$ cat config.mk
export PLATFORM = sky130hd
export DESIGN_NAME = multiline_async_adapter_unit
export DESIGN_NICKNAME = d
export VERILOG_FILES = /design/src/hdl/mla_pkg.sv /design/src/hdl/mla_line_file.sv /design/src/hdl/multiline_async_adapter_unit.sv
export SDC_FILE = /design/constraint.sdc
export NUM_CORES = 2
export LEC_CHECK = 0
export ABC_CLOCK_PERIOD_IN_PS = 6900
export BUFFER_PORTS_ARGS = -buffer_cell sky130_fd_sc_hd__buf_2
export CORE_MARGIN = 1
export CORE_UTILIZATION = 60
export DETAILED_ROUTE_END_ITERATION = 7
export PLACE_DENSITY = 0.76
export SETUP_SLACK_MARGIN = 0.5
export SLEW_MARGIN = 30
export SYNTH_ARGS = -nofsm -noshare
export SYNTH_HDL_FRONTEND = slang
export SYNTH_SLANG_ARGS = --single-unit
$ cat constraint.sdc
create_clock -name aclk -period 6.9 [get_ports aclk]
set_input_delay 0.345 -clock aclk [delete_from_list [all_inputs] [get_ports aclk]]
set_output_delay 0.345 -clock aclk [all_outputs]
set_load 0.005 [all_outputs]
$ cat src/hdl/mla_pkg.sv
// Shared types, codes and helpers for the multi-line async adapter.
// No dependencies; used by mla_line_file and multiline_async_adapter_unit.
`default_nettype none

package mla_pkg;

    localparam int MLA_LINES = 32;

    // Item kinds carried in s_tuser
    typedef enum logic [3:0] {
        KIND_READ       = 4'd0,
        KIND_WRITE      = 4'd1,
        KIND_STATUS     = 4'd2,
        KIND_COMMAND    = 4'd3,
        KIND_RX_CHAR    = 4'd4,
        KIND_RX_BREAK   = 4'd5,
        KIND_TX_DONE    = 4'd6,
        KIND_CONNECT    = 4'd7,
        KIND_DISCONNECT = 4'd8
    } kind_t;

    // Configuration register indexes
    localparam logic [1:0] CFG_MODEM_CONTROL  = 2'd0;
    localparam logic [1:0] CFG_EIGHT_BIT_MODE = 2'd1;
    localparam logic [1:0] CFG_LINES_ENABLED  = 2'd2;

    // Status byte bits
    localparam logic [7:0] ST_OVR      = 8'h80;
    localparam logic [7:0] ST_NCS      = 8'h40;
    localparam logic [7:0] ST_PF       = 8'h40;
    localparam logic [7:0] ST_FR       = 8'h20;
    localparam logic [7:0] ST_RCV_MASK = 8'hF3;
    localparam logic [7:0] ST_EXC_SRC  = 8'hE0;
    localparam logic [7:0] ST_BSY      = 8'h08;
    localparam logic [7:0] ST_EX       = 8'h04;
    localparam logic [7:0] ST_CROF     = 8'h02;
    localparam logic [7:0] ST_RING     = 8'h01;

    // Command word bits
    localparam int CW_DTR_BIT  = 13;
    localparam int CW_ECHO_BIT = 12;
    localparam int CW_WRT_BIT  = 9;

    // Arm/enable codes in command byte bits 7:6
    localparam logic [1:0] ARM_NONE    = 2'd0;
    localparam logic [1:0] ARM_ENABLE  = 2'd1;
    localparam logic [1:0] ARM_DISABLE = 2'd2;
    localparam logic [1:0] ARM_OFF     = 2'd3;

    localparam logic [1:0] PARSEL_ODD  = 2'd2;
    localparam logic [1:0] PARSEL_EVEN = 2'd3;

    typedef struct packed {
        kind_t      kind;
        logic [4:0] line;
        logic       side;
        logic [7:0] data;
        logic       tx_space;
    } item_t;

    typedef struct packed {
        logic [7:0] read_value;
        logic       out_valid;
        logic [7:0] out_char;
        logic       tx_retry;
        logic       irq_valid;
        logic [5:0] irq_vector;
        logic       hangup;
    } result_t;

    typedef struct packed {
        logic       modem_control;
        logic       eight_bit_mode;
        logic [5:0] lines_enabled;
    } cfg_t;

    // Parity insertion on the low seven bits; parity select is cw bits 2:1
    function automatic logic [7:0] add_parity(input logic [15:0] cw, input logic [7:0] ch);
        logic [1:0] sel;
        logic       odd_ones;
        logic [7:0] res;
        sel      = cw[2:1];
        odd_ones = ^ch[6:0];
        case (sel)
            PARSEL_ODD:  res = {~odd_ones, ch[6:0]};
            PARSEL_EVEN: res = {odd_ones, ch[6:0]};
            default:     res = ch;
        endcase
        return res;
    endfunction

endpackage

`default_nettype wire

$ cat src/hdl/mla_line_file.sv
// Per-line state of the adapter and the single-pass update for one transaction.
// Depends on mla_pkg.
`default_nettype none

module mla_line_file #(
    parameter int LINES = mla_pkg::MLA_LINES
) (
    input  wire               aclk,
    input  wire               aresetn,
    input  wire               go,
    input  mla_pkg::cfg_t     cfg,
    input  mla_pkg::item_t    item,
    output mla_pkg::result_t  res
);
    import mla_pkg::*;

    localparam int IDX_W = (LINES > 1) ? $clog2(LINES) : 1;
    localparam logic [5:0] LINES_6 = 6'(LINES);

    logic [7:0]  status_reg  [LINES];
    logic [15:0] cmd_reg     [LINES];
    logic [7:0]  rbuf_reg    [LINES];
    logic [7:0]  tbuf_reg    [LINES];
    logic        rarm_reg    [LINES];
    logic        tarm_reg    [LINES];
    logic        pend_reg    [LINES];
    logic [1:0]  ien_reg     [LINES];
    logic        conn_reg    [LINES];

    logic [IDX_W-1:0] idx;
    logic [5:0]       used;
    logic             in_use;

    logic [7:0]  st, st_next;
    logic [15:0] cw, cw_next;
    logic [7:0]  rbuf, rbuf_next;
    logic [7:0]  tbuf, tbuf_next;
    logic        rarm, rarm_next;
    logic        tarm, tarm_next;
    logic        pend, pend_next;
    logic [1:0]  ien, ien_next;
    logic        conn, conn_next;
    logic [7:0]  t;
    logic [1:0]  code;

    assign idx    = item.line[IDX_W-1:0];
    assign used   = (cfg.lines_enabled > LINES_6) ? LINES_6 : cfg.lines_enabled;
    assign in_use = ({1'b0, item.line} < used) && ({1'b0, item.line} < LINES_6);

    assign st   = status_reg[idx];
    assign cw   = cmd_reg[idx];
    assign rbuf = rbuf_reg[idx];
    assign tbuf = tbuf_reg[idx];
    assign rarm = rarm_reg[idx];
    assign tarm = tarm_reg[idx];
    assign pend = pend_reg[idx];
    assign ien  = ien_reg[idx];
    assign conn = conn_reg[idx];
    assign code = item.data[7:6];

    always_comb begin
        st_next   = st;
        cw_next   = cw;
        rbuf_next = rbuf;
        tbuf_next = tbuf;
        rarm_next = rarm;
        tarm_next = tarm;
        pend_next = pend;
        ien_next  = ien;
        conn_next = conn;
        res       = '0;
        t         = '0;
        if (in_use) begin
            case (item.kind)
                KIND_READ: begin
                    pend_next      = 1'b0;
                    st_next        = st & ~ST_OVR;
                    res.read_value = rbuf;
                end
                KIND_WRITE: begin
                    tbuf_next = item.data;
                    st_next   = st | ST_BSY;
                end
                KIND_STATUS: begin
                    if (item.side) begin
                        t = conn ? (st & ST_BSY) : (ST_NCS | ST_BSY);
                    end else begin
                        t = st & ST_RCV_MASK;
                        if (!pend) t = t | ST_BSY;
                        if (!conn) t = t | ST_BSY | ST_EX;
                        if ((t & ST_EXC_SRC) != 8'h00) t = t | ST_EX;
                    end
                    res.read_value = t;
                end
                KIND_COMMAND: begin
                    if (item.data[0]) begin
                        cw_next = {item.data, cw[7:0]};
                        // bit 9 of the new word picks the side the arm code applies to
                        if (cw_next[CW_WRT_BIT]) begin
                            case (code)
                                ARM_ENABLE:  begin ien_next[1] = 1'b1; tarm_next = 1'b1; end
                                ARM_DISABLE: begin ien_next[1] = 1'b0; tarm_next = 1'b1; end
                                ARM_OFF:     begin ien_next[1] = 1'b0; tarm_next = 1'b0; end
                                default:     ;
                            endcase
                        end else begin
                            case (code)
                                ARM_ENABLE:  begin ien_next[0] = 1'b1; rarm_next = 1'b1; end
                                ARM_DISABLE: begin ien_next[0] = 1'b0; rarm_next = 1'b1; end
                                ARM_OFF:     begin ien_next[0] = 1'b0; rarm_next = 1'b0; end
                                default:     ;
                            endcase
                        end
                    end else begin
                        cw_next = {cw[15:8], item.data};
                    end
                    if (cfg.modem_control) begin
                        if (cw_next[CW_DTR_BIT] && st[0])
                            st_next = st & ~(ST_CROF | ST_RING);
                        // DTR falling drops the line
                        if (cw[CW_DTR_BIT] && !cw_next[CW_DTR_BIT]) begin
                            conn_next  = 1'b0;
                            st_next    = st_next | ST_CROF;
                            res.hangup = 1'b1;
                            if (rarm_next && ien_next[0]) begin
                                res.irq_valid  = 1'b1;
                                res.irq_vector = {item.line, 1'b0};
                            end
                        end
                    end
                end
                KIND_RX_CHAR, KIND_RX_BREAK: begin
                    if (conn) begin
                        st_next = st & ~(ST_FR | ST_PF);
                        if (pend) st_next = st_next | ST_OVR;
                        if (rarm && ien[0]) begin
                            res.irq_valid  = 1'b1;
                            res.irq_vector = {item.line, 1'b0};
                        end
                        if (item.kind == KIND_RX_BREAK) begin
                            st_next   = st_next | ST_FR;
                            rbuf_next = 8'h00;
                        end else begin
                            rbuf_next = cfg.eight_bit_mode ? item.data
                                      : add_parity(cw, {1'b0, item.data[6:0]});
                            pend_next = 1'b1;
                            if (cw[CW_ECHO_BIT] && item.tx_space) begin
                                res.out_valid = 1'b1;
                                res.out_char  = {1'b0, item.data[6:0]};
                            end
                        end
                    end
                end
                KIND_TX_DONE: begin
                    if (conn && !item.tx_space) begin
                        res.tx_retry = 1'b1;
                    end else begin
                        if (conn) begin
                            res.out_valid = 1'b1;
                            res.out_char  = cfg.eight_bit_mode ? add_parity(cw, tbuf)
                                          : {1'b0, tbuf[6:0]};
                        end
                        st_next = st & ~ST_BSY;
                        if (tarm && ien[1]) begin
                            res.irq_valid  = 1'b1;
                            res.irq_vector = {item.line, 1'b1};
                        end
                    end
                end
                KIND_CONNECT: begin
                    if (cfg.modem_control && !cw[CW_DTR_BIT])
                        st_next = st | ST_RING | ST_CROF;
                    else
                        st_next = st & ~ST_CROF;
                    if (rarm && ien[0]) begin
                        res.irq_valid  = 1'b1;
                        res.irq_vector = {item.line, 1'b0};
                    end
                    conn_next = 1'b1;
                end
                KIND_DISCONNECT: begin
                    conn_next = 1'b0;
                    if ((st & ST_CROF) == 8'h00) begin
                        st_next = st | ST_CROF;
                        if (rarm && ien[0]) begin
                            res.irq_valid  = 1'b1;
                            res.irq_vector = {item.line, 1'b0};
                        end
                    end
                end
                default: ;
            endcase
        end
    end

    always_ff @(posedge aclk) begin
        if (!aresetn) begin
            for (int i = 0; i < LINES; i++) begin
                status_reg[i] <= ST_CROF;
                cmd_reg[i]    <= '0;
                rbuf_reg[i]   <= '0;
                tbuf_reg[i]   <= '0;
                rarm_reg[i]   <= 1'b0;
                tarm_reg[i]   <= 1'b0;
                pend_reg[i]   <= 1'b0;
                ien_reg[i]    <= '0;
                conn_reg[i]   <= 1'b0;
            end
        end else if (go && in_use) begin
            status_reg[idx] <= st_next;
            cmd_reg[idx]    <= cw_next;
            rbuf_reg[idx]   <= rbuf_next;
            tbuf_reg[idx]   <= tbuf_next;
            rarm_reg[idx]   <= rarm_next;
            tarm_reg[idx]   <= tarm_next;
            pend_reg[idx]   <= pend_next;
            ien_reg[idx]    <= ien_next;
            conn_reg[idx]   <= conn_next;
        end
    end

endmodule

`default_nettype wire

$ cat src/hdl/multiline_async_adapter_unit.sv
// Top level of the multi-line async adapter: stream ports, configuration
// registers, input and result registers. Depends on mla_pkg and mla_line_file.
`default_nettype none

// Per-line register file for up to LINES asynchronous lines. Each input
// transaction is one bus access (read, write, status sense, output command)
// or one line event (character, break, transmit done, connect, disconnect),
// and produces exactly one result transaction. The block accepts a new
// transaction every cycle while results are taken. A transaction waits in
// the input register until the result register is free; then the line's
// state is read, updated and written back while the result register loads,
// and the result is offered on m_tdata. The line state lives in flip-flops,
// so back-to-back transactions on the same line see each other's updates
// with no hazard. The result register holds under m_tready low while the
// input register keeps taking one more transaction.
// Lines at or above lines_enabled (or LINES) leave state untouched and
// return an all-zero result. Configuration is written through cfg_we /
// cfg_addr / cfg_wdata and should only change while no transaction is in
// flight.
module multiline_async_adapter_unit #(
    parameter int LINES = mla_pkg::MLA_LINES
) (
    input  wire         aclk,
    input  wire         aresetn,
    // input stream
    input  wire         s_tvalid,
    output logic        s_tready,
    input  wire  [15:0] s_tdata,   // line[4:0], side[5], data[13:6], tx_space[14], zero[15]
    input  wire  [3:0]  s_tuser,   // kind[3:0]
    // result stream
    output logic        m_tvalid,
    input  wire         m_tready,
    output logic [31:0] m_tdata,   // read_value[7:0], out_valid[8], out_char[16:9],
                                   // tx_retry[17], irq_valid[18], irq_vector[24:19],
                                   // hangup[25], zero[31:26]
    // configuration writes
    input  wire         cfg_we,
    input  wire  [1:0]  cfg_addr,
    input  wire  [5:0]  cfg_wdata
);
    import mla_pkg::*;

    cfg_t    cfg_reg;
    logic    in_v_reg, in_v_next;
    item_t   item_reg;
    logic    out_v_reg, out_v_next;
    result_t res_reg;
    result_t res;
    logic    s_accept;
    logic    adv;   // input register moves into the result register

    // configuration registers
    always_ff @(posedge aclk) begin
        if (!aresetn) begin
            cfg_reg.modem_control  <= 1'b0;
            cfg_reg.eight_bit_mode <= 1'b0;
            cfg_reg.lines_enabled  <= 6'd8;
        end else if (cfg_we) begin
            case (cfg_addr)
                CFG_MODEM_CONTROL:  cfg_reg.modem_control  <= cfg_wdata[0];
                CFG_EIGHT_BIT_MODE: cfg_reg.eight_bit_mode <= cfg_wdata[0];
                CFG_LINES_ENABLED:  cfg_reg.lines_enabled  <= cfg_wdata;
                default:            ;
            endcase
        end
    end

    // handshake: input register frees up whenever its transaction can move on
    assign adv      = in_v_reg && (!out_v_reg || m_tready);
    assign s_tready = !in_v_reg || adv;
    assign s_accept = s_tvalid && s_tready;

    always_comb begin
        in_v_next = in_v_reg;
        if (s_accept)
            in_v_next = 1'b1;
        else if (adv)
            in_v_next = 1'b0;

        out_v_next = out_v_reg;
        if (adv)
            out_v_next = 1'b1;
        else if (m_tready)
            out_v_next = 1'b0;
    end

    always_ff @(posedge aclk) begin
        if (!aresetn) begin
            in_v_reg  <= 1'b0;
            out_v_reg <= 1'b0;
        end else begin
            in_v_reg  <= in_v_next;
            out_v_reg <= out_v_next;
        end
    end

    // payload registers
    always_ff @(posedge aclk) begin
        if (s_accept) begin
            item_reg.kind     <= kind_t'(s_tuser);
            item_reg.line     <= s_tdata[4:0];
            item_reg.side     <= s_tdata[5];
            item_reg.data     <= s_tdata[13:6];
            item_reg.tx_space <= s_tdata[14];
        end
        if (adv)
            res_reg <= res;
    end

    mla_line_file #(
        .LINES (LINES)
    ) u_line_file (
        .aclk    (aclk),
        .aresetn (aresetn),
        .go      (adv),
        .cfg     (cfg_reg),
        .item    (item_reg),
        .res     (res)
    );

    assign m_tvalid = out_v_reg;
    assign m_tdata  = {6'b0, res_reg.hangup, res_reg.irq_vector, res_reg.irq_valid,
                       res_reg.tx_retry, res_reg.out_char, res_reg.out_valid,
                       res_reg.read_value};

endmodule

`default_nettype wire
==> implementation parameters <==
Parameter                              Value

Layout
  Non-Filler Instances ... 4532
  Share of final-layout standard cells stronger than drive strength 1 ... 21.88%
  Total area of sequential cells ... 32100 sq um
  Post-layout net count ... 3416
  Area overhead of the layout relative to synthesis ... 10.34%
  FILL cells ... 5429
  Area taken by multi-input logic gates ... 15400 sq um
  Cell area after layout ... 53770 sq um

Setup path
  Type of element launching the critical path ... flop
  Cell class contributing the biggest share of worst-path delay ... buffers and inverters
  Worst path required time ... 7.31 ns
  Critical path buffer and inverter count ... 4
  CP Class ... flop to flop
  CP max-delay cell ... sky130_fd_sc_hd__dfxtp_2
  Most frequent cell on the critical path ... sky130_fd_sc_hd__buf_4
  CP Capture Type ... flop
  Critical path fanouts, max ... 22
  Delay contributed by the slowest stage of the critical path ... 0.82 ns
  Cells traversed along the worst timing path ... buf_4 -> clkinv_2 -> buf_4 -> mux4_2 -> mux2i_1 -> nor2_4 -> a31oi_4 -> buf_4 -> nor2_1
  Arrival time of the worst setup path ... ~5.6 ns

Logic synthesis
  Ys Warns ... 0
  Number of instances in the synthesized netlist ... ~3400
  Async set or reset register ratio after synthesis ... 0%
  Most frequently used flop master after synthesis ... sky130_fd_sc_hd__edfxtp_1
  Syn_area_per_cell ... 14.32 sq um
  Yosys reg bits ... around 1100
  Sequential-to-total area share from yosys stat ... between 60% and 70%
  Number of enable flip-flop cells after synthesis ... 973
  Post-synthesis cell type count ... 76
  Synthesized area ... 48740 sq um

STA
  RSZ-0062 raised after global routing ... no
  Worst Tran Pin Value ... 1.053 ns
  Worst clock skew ... 0.02634 ns
  Fin Setup TNS ... 0 ns
  Final Max Slew Viols ... 0
  Minimum setup slack in the final design ... around 1.7 ns
  Final hold violation count ... 0
  Setup violations, final ... 0
  Max_slew headroom ... 29.53%
  Final worst path period need ... 5.210 ns
  Upper clock frequency limit ... between 0.15 and 0.2 GHz
  Fraction of the cycle the final worst path needs ... 75.51%

Global routing
  Number of antenna violations at the first check in global routing ... 5
  GR Overflow Total ... 0
  Vias in the first global route ... 30741
  Pin count of the biggest net entering global routing ... 99
  Total track usage ... between 30% and 40%
  Wire length of the first global-routing pass ... 201300 um

Detailed routing
  Detailed Route Iter0 Violations ... 4917
  TritonRoute pass-1 iters ... 6
  Routed WL per cell ... approximately 31 um
  Post-Route WL ... ~140000 um
  Via Count ... 31226
  Remaining DRCs ... 0
  Average vias per placed instance ... 6.890
  Antenna Violating Nets Remaining ... 0

Worst hold path
  Hold Crit Class ... input port to flop

CTS
  # resized after CTS ... 0
  Clk slew on worst S/H paths ... 0.06 ns
  Count of clock tree sinks ... approximately 1100
  Total clock buffers created by CTS ... 110
  TritonCTS clock tree ... built
  Root Driver ... sky130_fd_sc_hd__clkbuf_16
  Maximum buffer depth of the clock tree ... 3
  CTS H-tree lvls ... 3
  Clock latency reported for the late side of the worst-skew pair ... 0.70 ns

Place
  Placed inst area ... 49890 sq um
  Instance count after placement with tap cells included ... 4290
  Placer's final routability congestion estimate ... 0.9571
  Minimum setup slack after placement ... 1.974 ns
  IO Port Bufs ... 59
  Final HPWL from detailed placement ... 79620 um

Floorplan
  Initial Util ... 60.60%
  Standard-cell rows ... 104
  Die outline height ... 287 um
  Count of pins on the block boundary ... 67
  Core Box Area ... just over 80000 sq um
  Floorplan die width ... around 290 um
  Die Area ... 82370 sq um

Power and ir drop
  Leakage Power ... ~0.018 uW
  IR Drop Worst-Case VDD ... 232.2 uV
  Power density over the cells ... 280.5 nW/um^2

Outcome
  Status ... finished, final reports clean

Flow run
  Number of maximum-capacitance constraint violations ... 0
[report_power, final]
part	switching [uW]	internal, uW	total (uW)
logic	1120	566	1690
clock network	2520	3230	5750
registers	122	7520	7640
total	3760	11300	15100
[cell families (layout without fill, tap and decap cells)]
logic type                 after synthesis  after routing  share of synthesized area (%)
DFF                                   1116           1116                          65.83
AOI/OAI and AO/OA                      242            242                          3.361
adders and majority gates                6              6                         0.1540
muxes                                  387            387                          15.67
buffers and inverters                  338            399                          3.507
xor gates and xnor gates                 7              7                         0.1258
and+or+nand+nor                       1306           1306                          11.35
other                                    1              9                       0.007695
[cells in the final DEF (no fill, tap or decap), types with 6 or more instances in the layout]
| master | Yosys | routed |
|---|---|---|
| sky130_fd_sc_hd__nand4_1 | 24 | 24 |
| sky130_fd_sc_hd__inv_1 | 12 | 11 |
| sky130_fd_sc_hd__ha_1 | 6 | 6 |
| sky130_fd_sc_hd__o21ai_0 | 130 | 129 |
| sky130_fd_sc_hd__nand3b_1 | 16 | 16 |
| sky130_fd_sc_hd__edfxtp_1 | 973 | 973 |
| sky130_fd_sc_hd__conb_1 | 1 | 6 |
| sky130_fd_sc_hd__o22a_1 | 9 | 8 |
| sky130_fd_sc_hd__nand2_1 | 70 | 46 |
| sky130_fd_sc_hd__a31oi_4 | 7 | 7 |
| sky130_fd_sc_hd__nand2b_1 | 21 | 21 |
| sky130_fd_sc_hd__buf_2 | 61 | 58 |
| sky130_fd_sc_hd__clkbuf_16 | 0 | 113 |
| sky130_fd_sc_hd__nor2b_1 | 19 | 19 |
| sky130_fd_sc_hd__nor2_1 | 922 | 922 |
| sky130_fd_sc_hd__dfxtp_1 | 143 | 138 |
| sky130_fd_sc_hd__a22oi_1 | 11 | 11 |
| sky130_fd_sc_hd__a221oi_1 | 12 | 12 |
| sky130_fd_sc_hd__mux2i_1 | 66 | 54 |
| sky130_fd_sc_hd__nand3_2 | 0 | 32 |
| sky130_fd_sc_hd__clkinv_1 | 0 | 21 |
| sky130_fd_sc_hd__dlygate4sd3_1 | 0 | 27 |
| sky130_fd_sc_hd__mux2i_2 | 1 | 10 |
| sky130_fd_sc_hd__inv_6 | 0 | 6 |
| sky130_fd_sc_hd__nor3_1 | 8 | 6 |
| sky130_fd_sc_hd__clkbuf_1 | 187 | 36 |
| sky130_fd_sc_hd__clkinv_2 | 0 | 16 |
| sky130_fd_sc_hd__mux2_2 | 22 | 22 |
| sky130_fd_sc_hd__mux4_2 | 295 | 295 |
| sky130_fd_sc_hd__buf_8 | 2 | 6 |
| sky130_fd_sc_hd__buf_12 | 0 | 7 |
| sky130_fd_sc_hd__nand3_1 | 168 | 136 |
| sky130_fd_sc_hd__a211oi_1 | 7 | 6 |
| sky130_fd_sc_hd__o22ai_1 | 14 | 14 |
| sky130_fd_sc_hd__a21oi_1 | 6 | 6 |
| sky130_fd_sc_hd__nor2_2 | 30 | 30 |
| sky130_fd_sc_hd__buf_4 | 45 | 81 |
| sky130_fd_sc_hd__nand2_4 | 0 | 20 |
[repair_timing]
item	in CTS	in global routing
hold buffers	27	0
hold endpoints to repair	34	0
endpoints found under the setup margin	0	0
buffers inserted	0	0
[per-layer routing]
metal	routed length, um	GRT usage (%)
met1	46360	45.57
met2	64540	52.89
met3	20680	8.913
met4	7952	17.75
met5	39	0
[metrics by stage]
| step | hold slack, ns | power [uW] | utilization [%] |
|---|---|---|---|
| global placement | 0.4453 | 9300 | 61.89 |
| finish | 0.06801 | 15080 | 66.87 |
| floorplan | 0.4379 | 8862 | - |
| detailed placement | 0.4590 | 9365 | 62.04 |
| CTS | 0.06146 | 14990 | 66.61 |
| global route | 0.09478 | 15410 | 66.86 |
[cell usage after synthesis, drive strengths merged, types with 2 or more instances]
cell type | number | area (sq um)
a221o | 2 | 20.02
a21oi | 7 | 38.79
and4 | 2 | 17.52
xnor2 | 5 | 43.79
and4b | 2 | 20.02
a31oi | 11 | 173.9
nand4 | 24 | 150.1
nor3 | 8 | 40.04
o221ai | 4 | 35.03
xor2 | 2 | 17.52
inv | 12 | 45.04
nor2b | 19 | 118.9
o22ai | 14 | 87.58
ha | 6 | 75.07
a22o | 2 | 17.52
dfxtp | 143 | 2863
nand2b | 21 | 131.4
and2 | 5 | 31.28
nand3b | 16 | 120.1
nand2 | 71 | 269.0
a22oi | 12 | 95.09
a221oi | 12 | 105.1
nand3 | 168 | 840.8
nor3b | 2 | 15.01
edfxtp | 973 | 29220
o211a | 3 | 30.03
o22a | 9 | 78.83
nor2 | 953 | 3660
o31ai | 2 | 15.01
a211oi | 8 | 65.06
clkbuf | 187 | 701.9
buf | 139 | 962.2
mux2 | 22 | 247.7
nor4 | 3 | 25.02
o211ai | 5 | 37.54
mux2i | 69 | 719.4
o21ai | 136 | 691.9
or2 | 4 | 25.03
or3b | 3 | 26.28
a21o | 2 | 15.01
a211o | 3 | 26.28
mux4 | 296 | 6670
[layout make-up]
| type | count | area share (%) |
|---|---|---|
| inverter | 12 | 0.08609 |
| multi-input combinational | 1954 | 28.64 |
| clock inverter | 51 | 0.7190 |
| sequential | 1116 | 59.69 |
| tap | 1060 | 2.466 |
| antenna | 3 | 0.01396 |
| timing repair buffer | 183 | 2.776 |
| clock buffer | 153 | 5.612 |
[path summary, 6_finish.rpt]
check | startpoint | endpoint | slack [ns] | cells past startpoint
worst max-delay path | flop | u_line_file.rbuf_reg[1][7] | 1.69 | 9
worst min-delay path | cfg_addr[1] | cfg_reg[7] | 0.07 | 4
worst max register to register | flop | u_line_file.rbuf_reg[1][7] | 1.69 | 9
worst min register to register | u_line_file.pend_reg[17] | u_line_file.pend_reg[17] | 0.47 | 2
[worst register-to-register path, delay by kind of cell (launching register included)]
family                 cells  cell delay (ns)
AND/OR/NAND/NOR            2             0.15
multiplexers               2             0.98
AO/OA/AOI/OAI              1             0.66
buffers and inverters      4             2.31
flip-flops                 1             0.82
Power figures use the tool's default switching activity.
